File: config.mk
export PLATFORM = sky130hd
export DESIGN_NAME = ifbc_back
export DESIGN_NICKNAME = d
export VERILOG_FILES = /design/src/rtl/ifbc_pkg.sv /design/src/rtl/ifbc_back.sv
export SDC_FILE = /design/constraint.sdc
export NUM_CORES = 1
export LEC_CHECK = 0
export BUFFER_PORTS_ARGS = -buffer_cell sky130_fd_sc_hd__clkbuf_2
export CORE_MARGIN = 4
export CORE_UTILIZATION = 58
export DETAILED_ROUTE_END_ITERATION = 7
export GPL_ROUTABILITY_DRIVEN = 1
export HOLD_SLACK_MARGIN = 0.05
export PLACE_DENSITY_LB_ADDON = 0.25
export SLEW_MARGIN = 25
export SYNTH_ARGS = -nofsm -noshare
export SYNTH_HDL_FRONTEND = slang
export SYNTH_SLANG_ARGS = --single-unit
File: constraint.sdc
create_clock -name clock -period 8.7 [get_ports clock]
set_input_delay 0 -clock clock [delete_from_list [all_inputs] [get_ports clock]]
set_output_delay 0 -clock clock [all_outputs]
set_load 0.02 [all_outputs]
File: src/rtl/ifbc_pkg.sv
package ifbc_pkg;

   // frame layout: seven big-endian words, bytes 0..12 buffered, byte 13 closes the frame
   localparam int FRAME_LAST_POS = 13;
   localparam int NUM_WORDS      = 7;
   localparam int NUM_AXES       = 6;
   localparam int WORD_W         = 16;
   localparam int BYTE_W         = 8;
   localparam int POS_W          = 4;
   localparam int AXIS_W         = 3;

   // calibration run
   localparam int SUM_W       = 24;
   localparam int FCNT_W      = 9;
   localparam int SKIP_FRAMES = 50;
   localparam int RUN_FRAMES  = 300;
   localparam int AVG_FRAMES  = 250;

   // divide by 250 as multiply by floor(2^32 / 250) plus one correction step
   localparam int RECIP_W     = 25;
   localparam int RECIP_SHIFT = 32;
   localparam int QUOT_W      = 16;
   localparam logic [RECIP_W-1:0] AVG_RECIP = 25'd17179869;

   // tuser bit positions on the request side
   localparam int USER_MODE_BIT  = 0;
   localparam int USER_FIRST_BIT = 1;

   typedef enum logic {
      CMD_FRAME = 1'b0,
      CMD_START = 1'b1
   } cmd_kind_type;

   typedef struct packed {
      cmd_kind_type                     kind;
      logic [NUM_WORDS-1:0][WORD_W-1:0] words;
   } cmd_type;

   typedef struct packed {
      logic done;
      logic applied;
   } rsp_user_type;

   typedef logic [NUM_AXES-1:0][SUM_W-1:0]  sums_type;
   typedef logic [NUM_AXES-1:0][WORD_W-1:0] biases_type;

   typedef struct packed {
      logic              busy;
      logic              wr_valid;
      logic [AXIS_W-1:0] wr_idx;
      logic [WORD_W-1:0] wr_bias;
   } div_status_type;

   // motion axis to word slot: temperature sits in slot 3
   function automatic logic [AXIS_W-1:0] axis_word(input logic [AXIS_W-1:0] axis);
      logic [AXIS_W-1:0] slot;
      slot = (axis < AXIS_W'(3)) ? axis : axis + AXIS_W'(1);
      return slot;
   endfunction

endpackage

File: src/rtl/ifbc_back.sv
module ifbc_back (
   input  logic                     clock,
   input  logic                     reset,
   input  logic                     cmd_valid,
   input  ifbc_pkg::cmd_type        cmd,
   output logic                     cmd_pop,
   output logic                     rsp_tvalid,
   input  logic                     rsp_tready,
   output logic [111:0]             rsp_tdata,
   output logic [1:0]               rsp_tuser,
   output logic                     div_start,
   output ifbc_pkg::sums_type       sums,
   input  ifbc_pkg::div_status_type div_status
);

   logic                          calibrating_ff, calibrating_in;
   logic                          calibrated_ff, calibrated_in;
   logic [ifbc_pkg::FCNT_W-1:0]   fcnt_ff, fcnt_in, fcnt_next;
   ifbc_pkg::sums_type            sums_ff, sums_in;
   ifbc_pkg::biases_type          biases_ff, biases_in;
   logic                          rsp_valid_ff, rsp_valid_in;
   logic [ifbc_pkg::NUM_WORDS-1:0][ifbc_pkg::WORD_W-1:0] rsp_data_ff, rsp_data_in;
   ifbc_pkg::rsp_user_type        rsp_user_ff, rsp_user_in;
   logic                          out_free, pop_frame, run_end;
   logic [ifbc_pkg::WORD_W-1:0]   word;

   always_comb begin
      out_free  = !rsp_valid_ff || rsp_tready;
      cmd_pop   = cmd_valid && !div_status.busy &&
                  (cmd.kind == ifbc_pkg::CMD_START || out_free);
      pop_frame = cmd_pop && (cmd.kind == ifbc_pkg::CMD_FRAME);
      fcnt_next = fcnt_ff + 1'b1;
      run_end   = calibrating_ff && (fcnt_next == ifbc_pkg::FCNT_W'(ifbc_pkg::RUN_FRAMES));
      div_start = pop_frame && run_end;
      word      = '0;

      calibrating_in = calibrating_ff;
      calibrated_in  = calibrated_ff;
      fcnt_in        = fcnt_ff;
      sums_in        = sums_ff;
      biases_in      = biases_ff;
      rsp_valid_in   = rsp_valid_ff;
      rsp_data_in    = rsp_data_ff;
      rsp_user_in    = rsp_user_ff;

      if (cmd_pop && cmd.kind == ifbc_pkg::CMD_START) begin
         calibrating_in = 1'b1;
         fcnt_in        = '0;
         sums_in        = '0;
      end

      if (pop_frame) begin
         rsp_valid_in = 1'b1;
         rsp_data_in  = cmd.words;
         rsp_user_in  = '0;
         if (calibrating_ff) begin
            fcnt_in = fcnt_next;
            if (fcnt_next > ifbc_pkg::FCNT_W'(ifbc_pkg::SKIP_FRAMES)) begin
               for (int a = 0; a < ifbc_pkg::NUM_AXES; a++) begin
                  word       = cmd.words[ifbc_pkg::axis_word(ifbc_pkg::AXIS_W'(a))];
                  sums_in[a] = sums_ff[a] +
                               {{(ifbc_pkg::SUM_W - ifbc_pkg::WORD_W){word[ifbc_pkg::WORD_W-1]}},
                                word};
               end
            end
            if (run_end) begin
               calibrated_in    = 1'b1;
               calibrating_in   = 1'b0;
               rsp_user_in.done = 1'b1;
            end
         end else if (calibrated_ff) begin
            for (int a = 0; a < ifbc_pkg::NUM_AXES; a++) begin
               rsp_data_in[ifbc_pkg::axis_word(ifbc_pkg::AXIS_W'(a))] =
                  cmd.words[ifbc_pkg::axis_word(ifbc_pkg::AXIS_W'(a))] - biases_ff[a];
            end
            rsp_user_in.applied = 1'b1;
         end
      end else if (rsp_tready) begin
         rsp_valid_in = 1'b0;
      end

      if (div_status.wr_valid) begin
         biases_in[div_status.wr_idx] = div_status.wr_bias;
      end

      sums       = sums_ff;
      rsp_tvalid = rsp_valid_ff;
      rsp_tdata  = rsp_data_ff;
      rsp_tuser  = rsp_user_ff;
   end

   always_ff @(posedge clock) begin
      if (reset) begin
         calibrating_ff <= 1'b0;
         calibrated_ff  <= 1'b0;
         fcnt_ff        <= '0;
         sums_ff        <= '0;
         biases_ff      <= '0;
         rsp_valid_ff   <= 1'b0;
      end else begin
         calibrating_ff <= calibrating_in;
         calibrated_ff  <= calibrated_in;
         fcnt_ff        <= fcnt_in;
         sums_ff        <= sums_in;
         biases_ff      <= biases_in;
         rsp_valid_ff   <= rsp_valid_in;
      end
   end

   always_ff @(posedge clock) begin
      rsp_data_ff <= rsp_data_in;
      rsp_user_ff <= rsp_user_in;
   end

   // the completing frame goes out raw
   a_done_not_applied: assert property (@(posedge clock) disable iff (reset)
      rsp_valid_ff |-> !(rsp_user_ff.applied && rsp_user_ff.done))
      else $error("completing frame marked as bias corrected");

   a_fcnt_in_run: assert property (@(posedge clock) disable iff (reset)
      calibrating_ff |-> (fcnt_ff < ifbc_pkg::FCNT_W'(ifbc_pkg::RUN_FRAMES)))
      else $error("frame counter ran past the end of the run");

   a_div_follows_end: assert property (@(posedge clock) disable iff (reset)
      div_start |=> div_status.busy)
      else $error("divider idle after run end");

   a_bias_write_calibrated: assert property (@(posedge clock) disable iff (reset)
      div_status.wr_valid |-> (calibrated_ff && !calibrating_ff))
      else $error("bias written outside a completed run");

endmodule

==> summary by stage, run 1 <==
Critical path
Setup slack on the worst reg-to-reg path comes out at 4.88 ns. The cell with the biggest individual delay on the critical path is buf_4. The required time at the worst-slack endpoint is 9.16 ns. The data arrival time of the critical path is 4.28 ns. The sort of element at the end of the critical path is a flip-flop.

The sort of element at the start of the critical path is a flip-flop. The startpoint-to-endpoint class of the critical path is flip-flop to flip-flop. The maximum fanout count along the critical path is 66. The longest individual stage delay on the worst path is 0.53 ns.

The signal on the critical path passes through ha_1 -> nand3_1 -> nor2_1 -> nand2_1 -> o2bb2ai_1 -> a21oi_4 -> buf_4 -> nand2b_2 -> buf_4 -> nor2_1 -> and3_1 -> a211o_1.

Synthesis
The proportion of netlist area held by the largest area contributor is 21.37%. The Yosys step of the flow raised 0 warnings. The post-synthesis async set-or-reset flop share is 0%. The number of nets in the synthesized netlist is 3260. Averaged over all synthesized cells, the footprint is 8.200 um2.

The mapped netlist covers 23610 um2. The commonest register cell after synthesis is dfxtp_1. The cell count after synthesis is 2879. The sequential element share of the synthesized area is 35.87%. After synthesis the netlist holds a flip-flop and latch count of 366. The number of different library cells used by synthesis comes to 76. By area the synthesized netlist is led by dfxtp_1 21%, edfxtp_1 15%, ha_1 12%, nand2_1 7.7%, a21oi_1 6.6%. dfxtp_1 takes more of the synthesized area than any other cell. The number of synthesized flops with an enable pin is 114.

Floorplan
The die is 209.8 um tall. 399 I/O pins were placed. The floorplan step set the die width to 209.8 um. The die footprint is 44000 um2. The floorplan has 73 rows.

The initial cell density of the core is 59.01%. In this run the standard cell core region covers 40010 um2.

Timing
The count of endpoints failing hold in the final timing report was 0. The post-route setup TNS is 0 ns. The part of the cycle the worst path needs is 43.92%. Setup violations remaining at the end of the flow were counted as 0. The slew at the pin closest to its max-slew limit is 0.9529 ns. Setup repair after global routing left no endpoint under its margin.

The fmax is 261.7 MHz. Clock skew on the completed layout was measured at 0.01982 ns. The max-slew violation count is 0. The worst path setup slack after routing is 4.879 ns.

The final critical path time including I/O delays and setup is 3.821 ns. Measured against its own limit, the worst slew margin works out to 36.48%.

Power and ir drop
For this design the ratio of total power to cell area is 150.3 nW/um2. VDD sags by at most 148.3 uV. The leakage power figure is 12.51 nW.

Cells and area
Measured on the finished design, the core utilization comes to 72.24%. The net count of the finished layout is 3736. With fillers left out, the area of the finished cells amounts to 28900 um2. The share of layout cells above drive strength 1 is 15.23%. The area added between synthesis and finish is 22.41%. After the flow finishes, the layout carries non-filler instances totaling 3917.

Clock network
The number of H-tree levels is 2. TritonCTS created 43 clock buffers. Buffers added to address setup during post-CTS repair amount to 0.

The cell chosen for the clock root is clkbuf_16. The deepest clock path buffer count is 3. The clock reaches the later pin of the worst-skew pair after 0.57 ns. The clock tree from TritonCTS is done. After clock tree synthesis, the clock-pin slew on the worst setup and hold paths is 0.06 ns. The clock sink count is 366.

Status
The run finished with clean final reports.

Drt
The detailed-route via count is 23220. After detailed routing, the average wire length per cell comes to 18.98 um. The detail-routed via count per cell is 5.929.

For this run, design rule violations remaining after detail routing come to 0. The number of optimization iterations in the first detailed-route pass is 5. The number of routed nets with antenna violations is 0. The total wire length after detailed routing is 74.34 mm. The detailed router finished its first iteration with 1950 violations.

Flow run
The number of max-cap violations is 0.

GRT
The via count of the first global-routing pass was 22740. The first global-routing pass estimated 116.6 mm of wire. Across every metal layer, demand over resource in global routing totals 32.27%. The number of antenna violations at the first check in global routing is 3. Entering global routing, the biggest net connects 91 pins. The total grt overflow is 0.

Place
The placer congestion estimate is 0.9156. The number of placed cells counting well taps is 3701. Once detailed placement completed, the half-perimeter wirelength came to 51.20 mm.

Buffers placed on the I/O ports in this run total 398. The pre-CTS setup slack is 4.521 ns. The placed cell area is 25970 um2.

Min path
The type of the tightest min-delay check is primary input to flip-flop.
## final cells by class
type                            count  area [um2]
Tap cell                          525       656.9
Fill cell                        3085       11110
Timing Repair Buffer              542        3425
Clock inverter                     14       173.9
Antenna cell                        3       7.507
Inverter                          168       630.6
Multi-Input combinational cell   2234       14150
Clock buffer                       65        1386
Sequential cell                   366        8468
## worst paths after layout
| path | startpoint | end | depth (start not counted) |
|---|---|---|---|
| max | fcnt_ff[0]$_SDFF_PP0_ | sums[119]$_SDFF_PP0_ | 12 |
| min reg2reg | biases_ff[57]$_SDFFE_PP0P_ | biases_ff[57]$_SDFFE_PP0P_ | 2 |
| min | cmd[15] | sums[23]$_SDFF_PP0_ | 3 |
| max reg2reg | fcnt_ff[0]$_SDFF_PP0_ | sums[119]$_SDFF_PP0_ | 12 |
## where the power goes
part	internal, mW	leakage (nW)	switching, mW	total, mW
Combinational	0.229	8.66	0.345	0.574
Clock	1.22	0.769	0.750	1.97
Sequential	1.79	3.08	0.0134	1.80
## flip-flops by register name, indices dropped and copies added, names as in the netlist
name	count
biases_ff	96
calibrated_ff	1
calibrating_ff	1
fcnt_ff	9
rsp_tdata	112
rsp_tuser	2
rsp_tvalid	1
sums	144
## Yosys cell counts (17+ instances only)
library cell / instances
a211oi_1: 23
a21o_1: 59
a21oi_1: 311
a31oi_1: 41
and3_1: 26
clkbuf_1: 97
dfxtp_1: 252
edfxtp_1: 114
ha_1: 231
inv_1: 167
nand2_1: 482
nand2b_1: 26
nand3_1: 106
nor2_1: 176
nor2b_1: 29
nor3_1: 56
o21a_1: 20
o21ai_0: 145
o21ai_1: 70
o21bai_1: 34
o31ai_1: 27
or3_1: 17
xnor2_1: 82
xor2_1: 86
## through the flow
stage,total power [mW],hold slack [ns]
6_report,4.343,0.09692
2_1_floorplan,2.178,0.09887
5_1_grt,4.490,0.1312
3_5_place_dp,2.347,0.1787
3_3_place_gp,2.328,0.1785
4_1_cts,4.352,0.05928
## placed cells by master (no fill, tap or decap), types with 12 or more instances in the layout
cell and count:
nor3_1 56, o211ai_1 13, a211oi_1 22, edfxtp_1 114
a31oi_1 41, clkbuf_16 49, or3_1 17, nand2b_1 25
nand2_1 480, dlygate4sd3_1 133, xor2_1 86, a21o_1 58
o21ai_1 70, o21ai_0 145, dfxtp_1 252, o21a_1 20
ha_1 231, o21bai_1 34, a21oi_1 310, nor2b_1 28
nand3_1 106, and3_1 26, inv_1 167, o31ai_1 27
fa_1 12, a21boi_1 13, xnor2_1 82, nor2_1 174
clkbuf_2 397
## logic make-up (layout without fill, tap and decap cells)
kind of cell             count (synthesis)  after routing  synth area share (%)
AND/OR/NAND/NOR                        975            975                 18.23
flip-flops                             366            366                 35.87
AO/OA/AOI/OAI                          842            842                 21.65
adder cells (fa/ha/maj)                243            243                 13.26
buffers and inverters                  279            789                 4.505
XOR/XNOR                               168            168                 6.233
multiplexers                             6              6                0.2544
other                                    0              3                     0
## worst max-delay path, delay by kind of cell (launching register included)
kind	cells	cell delay, ns
adders and majority gates	1	0.40
DFF	1	0.48
AOI/OAI and AO/OA	3	0.76
and+or+nand+nor	6	1.05
buffers and inverters	2	0.97
## per-layer routing
| layer | up-vias | wire length [um] | global-route usage, % |
|---|---|---|---|
| li1 | 11140 | - | - |
| met5 | - | 12 | 0 |
| met1 | 10870 | 30120 | 40.67 |
| met4 | 2 | 2932 | 13.66 |
| met2 | 990 | 35490 | 54.92 |
| met3 | 214 | 5787 | 5.441 |
## what timing repair did
item | CTS | global route
endpoints found under the hold margin | 276 | 14
endpoints found under the setup margin | 0 | 0
resized for setup | 0 | 0
hold buffers | 132 | 1
Power figures use the tool's default switching activity.
==> run 2: changes to the inputs <==
- ABC_AREA: unset -> 1
- CORE_UTILIZATION: 58 -> 59
- clock period: 8.7 -> 4 ns (I/O delays scaled with it)
==> run 2 against run 1 <==
Net effect: the flow now finishes with violations (DRC); worst setup slack got worse by 3.8 ns; power up 120%; first-iteration DRC count up 36%; clock-buffer cell count shrank 1; area after synthesis rose by 16%; final cell count is 32% higher; clock skew fell by 0.0044 ns; combinational power grew to 2.7 times the previous value.
==> summary by stage, run 2 <==
Flow run
The number of max-cap violations is 0 (unchanged).

Floorplan
The die footprint is 49910 um2 (+13%). The core box area is 45580 um2 (+14%). The height of the chip is 223.4 um (+6.5%). The number of ports placed on the die boundary came to 399 (unchanged).

The number of rows created at floorplan is 78 (+6.8%). The horizontal die dimension is 223.4 um (+6.5%). The initial cell density of the core is 60.06% (+1.1 points).

Synthesis
The sequential element share of the synthesized area is 30.93% (-4.9 points). The total number of yosys warnings is 0 (unchanged). The average size of a mapped cell was 6.779 um2 (-17%).

The post-synthesis compound-gate area fraction is 15.42% (-6.2 points). The net count after synthesis is 4419 (+36%). The number of synthesized flops with an enable pin is 114 (unchanged). The proportion of netlist area held by the largest area contributor is 18.43% (-2.9 points). The count of state elements after synthesis came to 366 (unchanged).

The distinct cell type count after synthesis was 42 (-45%). The combined area of all synthesized cells came to 27380 um2 (+16%). Yosys instantiated no cell more often than nand2_1. The post-synthesis share of cell area spent on and, or, nand and nor gates is 28.11% (+9.9 points). The cell count after synthesis is 4038 (+40%).

The share of synthesized area spent on multiplexers is 0.2560% (+0.0016 points). The post-synthesis async set-or-reset flop share was 0% (unchanged). The dominant combinational cell family by area after synthesis is simple AND/OR/NAND/NOR gates.

The adder-cell share of the synthesized area is 11.44% (-1.8 points). The most used flip-flop cell after synthesis is dfxtp_1. By area the synthesized netlist is led by dfxtp_1 18%, nand2_1 17%, edfxtp_1 13%, ha_1 11%, a21oi_1 7.6%.

The commonest cells after synthesis are 1209 x nand2_1, 514 x inv_1, 417 x a21oi_1, 277 x nor2_1, 252 x dfxtp_1. The post-synthesis xor/xnor area fraction is 4.703% (-1.5 points). dfxtp_1 takes more of the synthesized area than any other cell.

Min path
The type of the tightest min-delay check is primary input to flip-flop. The number of cells on the worst hold path is 8 (+5). The startpoint identified for the worst hold timing path is div_status[20].

Critical path
The startpoint of the worst setup timing path is fcnt_ff[0]$_SDFF_PP0_. The worst setup path is launched from a flip-flop. The sort of element at the end of the critical path is a flip-flop. The worst reg2reg path startpoint is fcnt_ff[0]$_SDFF_PP0_. The maximum fanout count along the critical path is 117 (+77%). The required time at the worst-slack endpoint is 4.52 ns (-4.64 ns).

The longest individual stage delay on the worst path is 0.56 ns (+0.03 ns). The worst reg-to-reg path cell count is 13 (+1). The critical path depth is 13 (+1). The count of buffering cells on the critical path with inverters included is 2 (unchanged).

The cell with the biggest individual delay on the critical path is dlygate4sd3_1. Walking the worst path, the cells encountered are ha_1 -> nand2_2 -> nor2_2 -> nand2_1 -> nand2_1 -> nand2_2 -> nor2_4 -> nand3_4 -> nand2_4 -> buf_12 -> nand3_2 -> a21oi_2 -> dlygate4sd3_1. The family with the most delay on the worst path is buffers and inverters. The startpoint-to-endpoint class of the critical path is flip-flop to flip-flop. The data arrival time of the critical path was 3.47 ns (-0.81 ns).

Clock network
The deepest clock path buffer count is 3 (unchanged). The clock transition time at the flip-flop clock pins of the worst setup and hold paths is 0.06 ns (about the same). The clock sink count was 366 (unchanged). The post-CTS setup-driven buffer insertion count was 0 (unchanged).

The TritonCTS buffer count was 43 (unchanged). The cell chosen for the clock root is clkbuf_16. The source-to-sink clock delay at the later pin of the worst-skew pair is 0.58 ns (about the same). TritonCTS built the clock tree. The number of H-tree levels was 2 (unchanged).

GRT
The global-route wire length before repair came to 141.9 mm (+22%). The total grt overflow is 0 (unchanged). The combined global-route utilization of all metal layers is 35.03% (+2.8 points).

The number of antenna violations at the first check in global routing is 3 (unchanged). The via count of the first global-routing pass is 26510 (+17%). The pin count of the biggest net entering global routing came to 118 (+30%).

Timing
The final count of negative-setup-slack endpoints is 0 (unchanged). The part of the cycle the worst path needs is 73.72% (+30 points). The slew at the pin closest to its max-slew limit is 0.9067 ns (-0.04621 ns). The worst hold slack is 0.08883 ns (-0.008088 ns). The final setup skew is 0.01541 ns (-0.004412 ns). The post-route setup TNS is 0 ns (unchanged). The normalized max-slew margin is 39.56% (+3.1 points). The count of endpoints failing hold in the final timing report is 0 (unchanged). The fmax came to 339.1 MHz (+30%). The final critical path time including I/O delays and setup was 2.949 ns (-0.8720 ns). Setup repair after global routing left no endpoint under its margin. The max-slew violation count is 0 (unchanged).

Drt
The total wire length after detailed routing is 91.00 mm (+22%). The detail-routed via count per cell is 5.568 (-6.1%). The detail-routed net length per standard cell came to 17.66 um (-7.0%). The number of DRC violations after detailed-routing iteration 0 is 2651 (+36%).

The detailed-route via count is 28690 (+24%). The count of unresolved DRC violations after routing was 1 (+1). The number of routed nets with antenna violations was 0 (unchanged). The number of optimization iterations in the first detailed-route pass is 8 (+3).

Cells and area
The number of flip-flops in the largest register is 144 (unchanged). The total of fill cells in the finished design is 3900 (+26%). The net count of the finished layout is 4901 (+31%). The share of layout cells above drive strength 1 is 11.64% (-3.6 points).

In the layout the commonest cells are 1209 x nand2_1, 510 x inv_1, 417 x a21oi_1. The combined flip-flop and latch cell area is 8468 um2 (unchanged). The most common cell after layout, fill and taps aside is nand2_1. The area added between synthesis and finish is 18.73%. The number of inserted diodes is 0 (-3). The footprint of the multi-input gates came to 16410 um2 (+16%).

Power and ir drop
The leakage power figure is 16.13 nW (+29%). The power density relative to cell area is 288.5 nW/um2 (+92%). The worst voltage drop across the vdd grid is 317.2 uV (+110%).

Place
The placer congestion estimate was 0.9860 (+7.7%). The total of buffers placed on input and output ports is 398 (unchanged). The post-detailed-placement half-perimeter wirelength was 66.11 mm (+29%).

Status
The run finished, with violations left. The final reports fail on DRC.
==> run 2: layout make-up <==
class	count	area share (%)
Tap cell	600	2.310
Timing Repair Buffer	553	10.96
Multi-Input combinational cell	3040	50.49
Inverter	516	6.021
Sequential cell	366	26.05
Clock inverter	14	0.3850
Clock buffer	64	3.773
==> run 2: worst reg2reg max path, delay by kind of cell (launching register included) <==
family,cells,cell delay [ns]
simple gates,9,0.96
compound gates,1,0.16
fa+ha+maj,1,0.27
flops,1,0.48
buf+inv,2,1.02
==> run 2: cells by family after synthesis <==
family	Yosys count
fa+ha+maj	243
mux	7
flops	366
simple gates	1860
xor+xnor	147
buf+inv	632
compound gates	783
==> run 2: path summary, 6_finish.rpt <==
check / endpoint / slack (ns)
worst min register to register: biases_ff[93]$_SDFFE_PP0P_ / 0.46
worst max-delay path: sums[12]$_SDFF_PP0_ / 1.05
worst min-delay path: fcnt_ff[2]$_SDFF_PP0_ / 0.09
worst max register to register: sums[12]$_SDFF_PP0_ / 1.05
==> run 2: metal layers <==
layer / routed length, um / part of all wire [%] / global-route usage, %
met1: 38720 / 43 / 48.18
met2: 39150 / 43 / 53.76
met3: 9073 / 10 / 7.868
met4: 4026 / 4.4 / 13.80
met5: 33 / 0.036 / 0
==> run 2: power breakdown <==
group          total, mW  internal [mW]  switching (mW)
Combinational       1.54          0.554           0.990
Clock               3.90           2.25            1.66
Sequential          3.93           3.90          0.0280
==> run 2: timing repair <==
| action | CTS | global route |
|---|---|---|
| hold buffers | 142 | 0 |
| resized for setup | 0 | 0 |
| hold endpoints to repair | 270 | 0 |
==> run 2: stage by stage <==
step                cells  area (um2)  util, %  setup slack, ns  power (mW)
floorplan            4038       27380        -           0.7866       4.937
global placement     4933       29730    65.23            1.337       5.372
detailed placement   4933       29730    65.23            1.246       5.395
CTS                  5153       32500    71.31            1.063       9.348
global route         5153       32500    71.31           0.8210       9.698
finish               5153       32500    71.31            1.051       9.378
==> run 3: changes to the inputs <==
- ABC_AREA: 1 -> 0
- CORE_UTILIZATION: 59 -> 52
- clock period: 4 -> 2.39 ns (I/O delays scaled with it)
==> run 3 against run 2 <==
Net effect: the flow finishes with violations (setup timing); clock power is 66% higher; worst hold slack lost 0.0066 ns; die area is 2.1% lower; clock skew up 0.0034 ns; non-clock buffer count increased by 417; routed wire length shrank 3.9%; final cell count decreased by 14%; worst setup slack worse by 1.5 ns; critical endpoint is now sums[116]$_SDFF_PP0_; largest power group unchanged; highest routed layer unchanged.
==> summary by stage, run 3 (synthesis results as in run 1) <==
Drt
The detail-routed net length per standard cell was 19.81 um (+12%). The total wire length after detailed routing came to 87.44 mm (-3.9%). The met3 wirelength from detailed routing is 7.786 mm (-14%). The number of DRC violations after detailed-routing iteration 0 came to 2517 (-5.1%).

The count of unresolved DRC violations after routing came to 0 (-1). The number of routed nets with antenna violations is 0 (unchanged). The number of optimization iterations in the first detailed-route pass is 6 (-2). The routed length on met2 came to 41.50 mm (+6.0%). The detail-routed via count per cell is 5.814 (+4.4%). The met1 routed wirelength after detailed routing is 33.56 mm (-13%). The highest routing layer actually used is met5.

The detailed-route via count is 25660 (-11%).

Critical path
The worst setup slack for register-to-register paths is -0.43 ns (-1.48 ns). The critical register-to-register path endpoint is sums[116]$_SDFF_PP0_. The startpoint of the worst setup timing path is sums[96]$_SDFF_PP0_.

The startpoint identified for the worst register-to-register timing path is sums[96]$_SDFF_PP0_. The worst reg-to-reg path cell count was 13 (unchanged). The maximum fanout count along the critical path is 2 (-98%). The startpoint-to-endpoint class of the critical path is flip-flop to flip-flop. The data arrival time of the critical path is 3.27 ns (-0.20 ns). The required time at the worst-slack endpoint came to 2.85 ns (-1.67 ns). The sort of element at the end of the critical path is a flip-flop. The endpoint of the worst setup timing path is sums[116]$_SDFF_PP0_. The sort of element at the start of the critical path is a flip-flop.

GRT
The total grt overflow is 0 (unchanged). The via count of the first global-routing pass is 24980 (-5.8%). The number of antenna violations at the first check in global routing is 5 (+2).

The global-route wire length before repair is 131.1 mm (-7.6%). The combined global-route utilization of all metal layers is 32.31% (-2.7 points). The pin count of the biggest net entering global routing came to 116 (-1.7%).

Timing
The worst path setup slack after routing is -0.4260 ns (-1.477 ns). The normalized max-slew margin came to 46.89% (+7.3 points). The count of endpoints failing hold in the final timing report was 0 (unchanged).

The part of the cycle the worst path needs is 117.8% (+44 points). The max-slew violation count was 0 (unchanged). The fmax is 355.1 MHz (+4.7%). Setup repair after global routing could not meet its margin everywhere. The final setup skew is 0.01884 ns (+0.003436 ns).

The slew at the pin closest to its max-slew limit is 0.7966 ns (-0.1101 ns). The final count of negative-setup-slack endpoints is 69 (+69). The final critical path time including I/O delays and setup is 2.816 ns (-0.1326 ns).

Power and ir drop
The worst voltage drop across the vdd grid is 562.0 uV (+77%). The total power of the final layout is 15.87 mW (+69%). The leakage power figure is 15.00 nW (-7.1%). The power density relative to cell area came to 462.0 nW/um2 (+60%).

Floorplan
The number of ports placed on the die boundary is 399 (unchanged). The die footprint was 48870 um2 (-2.1%). The core box area was 44510 um2 (-2.3%).

The number of rows created at floorplan is 77 (-1.3%). The initial cell density of the core was 53.04% (-7.0 points). The height of the chip is 221.1 um (-1.0%). The horizontal die dimension is 221.1 um (-1.0%).

Flow run
The number of max-cap violations is 0 (unchanged).

Cells and area
The share of layout cells above drive strength 1 is 33.64% (+22 points). The library cell used most frequently in the layout, excluding fill and tap cells, is nand2_1. The net count of the finished layout is 4165 (-15%). From synthesis to final layout, the design area changed by 45.48%. In the layout the commonest cells are 476 x nand2_1, 396 x clkbuf_2, 379 x buf_4. The final design instance area without fill was 34350 um2 (+5.7%). The post-layout instance count excluding filler cells is 4413 (-14%). The number of flip-flops in the largest register is 144 (unchanged).

Clock network
The source-to-sink clock delay at the later pin of the worst-skew pair is 0.58 ns (about the same). The TritonCTS buffer count is 44 (+2.3%). The deepest clock path buffer count was 3 (unchanged). In this run the clock root is driven by a clkbuf_16.

TritonCTS built the clock tree. The clock transition time at the flip-flop clock pins of the worst setup and hold paths is 0.07 ns (about the same). The number of H-tree levels was 2 (unchanged).

The clock sink count is 366 (unchanged).

Status
The run finished, with violations left. The final reports fail on setup timing.

Place
The total of buffers placed on input and output ports is 398 (unchanged). The placer congestion estimate is 0.9851 (about the same). The placed cell area is 28720 um2 (-3.4%).

The number of placed cells counting well taps was 4058 (-18%). The post-detailed-placement half-perimeter wirelength is 56.90 mm (-14%).

Min path
The min-delay analysis places its worst path in the category primary input to flip-flop.
[run 3: cell count changes in the layout (fill, tap and decap cells not counted), sizes merged, moves of 32 or more]
cell | previous run | this run
a21o | 27 | 59
nand4 | 51 | 9
inv | 518 | 169
buf | 14 | 433
nand3 | 252 | 106
nor2 | 280 | 176
nand2 | 1214 | 482
a21oi | 439 | 311
[run 3: how the worst min path moves through the flow]
stage | from | end | slack [ns] | cells after the start
floorplan | cmd[48] | rsp_tdata[48]$_DFFE_PP_ | 0.1 | 0
global placement | cmd[59] | rsp_tdata[59]$_DFFE_PP_ | 0.18 | 1
detailed placement | cmd[49] | rsp_tdata[49]$_DFFE_PP_ | 0.18 | 1
CTS | cmd[81] | sums[97]$_SDFF_PP0_ | 0.06 | 4
global route | cmd[0] | sums[0]$_SDFF_PP0_ | 0.10 | 4
finish | cmd[82] | sums[98]$_SDFF_PP0_ | 0.08 | 6
[run 3: power breakdown]
part | leakage [nW] | internal [mW] | total [mW] | switching, mW
combinational | 11.2 | 1.28 | 2.83 | 1.55
clock | 0.648 | 3.70 | 6.48 | 2.78
sequential | 3.11 | 6.51 | 6.56 | 0.0496
total | 15.0 | 11.5 | 15.9 | 4.38
[run 3: per-stage QoR]
step | hold WS [ns] | TNS [ns] | util, % | setup slack [ns]
after floorplan | 0.09887 | -179.49 | - | -1.062
after detailed placement | 0.1787 | -21.09 | 64.52 | -0.5989
final | 0.08221 | -11.20 | 77.16 | -0.4260
after global placement | 0.1765 | -16.16 | 64.52 | -0.5996
after CTS | 0.05840 | -8.693 | 74.31 | -0.3611
after global routing | 0.1015 | -20.64 | 77.16 | -0.4717
[run 3: area by class of cell]
class | instances | area [um2]
multi-input cells | 2234 | 16090
fillers | 2904 | 10160
flip-flops and latches | 366 | 8528
repair buffers | 970 | 6995
clock buffers | 62 | 1230
well taps | 592 | 740.7
inverters | 168 | 630.6
clock inverters | 17 | 123.9
diodes | 4 | 10.01
[run 3: timing repair]
| action | 4_1_cts | 5_1_grt |
|---|---|---|
| endpoints found under the hold margin | 292 | 2 |
| cloned | 0 | 2 |
| hold buffers | 139 | 2 |
| pin swaps | 223 | 194 |
| setup buffers | 105 | 66 |
| gates resized for setup | 223 | 213 |
| endpoints found under the setup margin | 100 | 173 |
[run 3: metal layers]
layer | up-vias | track usage (%)
met2 | 1267 | 54.73
met5 | - | 0
met3 | 325 | 7.262
met1 | 12070 | 39.70
li1 | 12000 | -
met4 | 2 | 13.95
[run 3: critical path, cell delays in order (launching register included)]
cell and delay [ns]:
dfxtp_2 0.34, ha_4 0.17, fa_2 0.37, a21o_1 0.18
a21o_1 0.22, a21oi_4 0.19, o31ai_4 0.10, a211oi_2 0.25
buf_4 0.16, o211ai_1 0.12, a31oi_2 0.22, o21ai_1 0.10
xnor2_1 0.19, o21ai_1 0.09
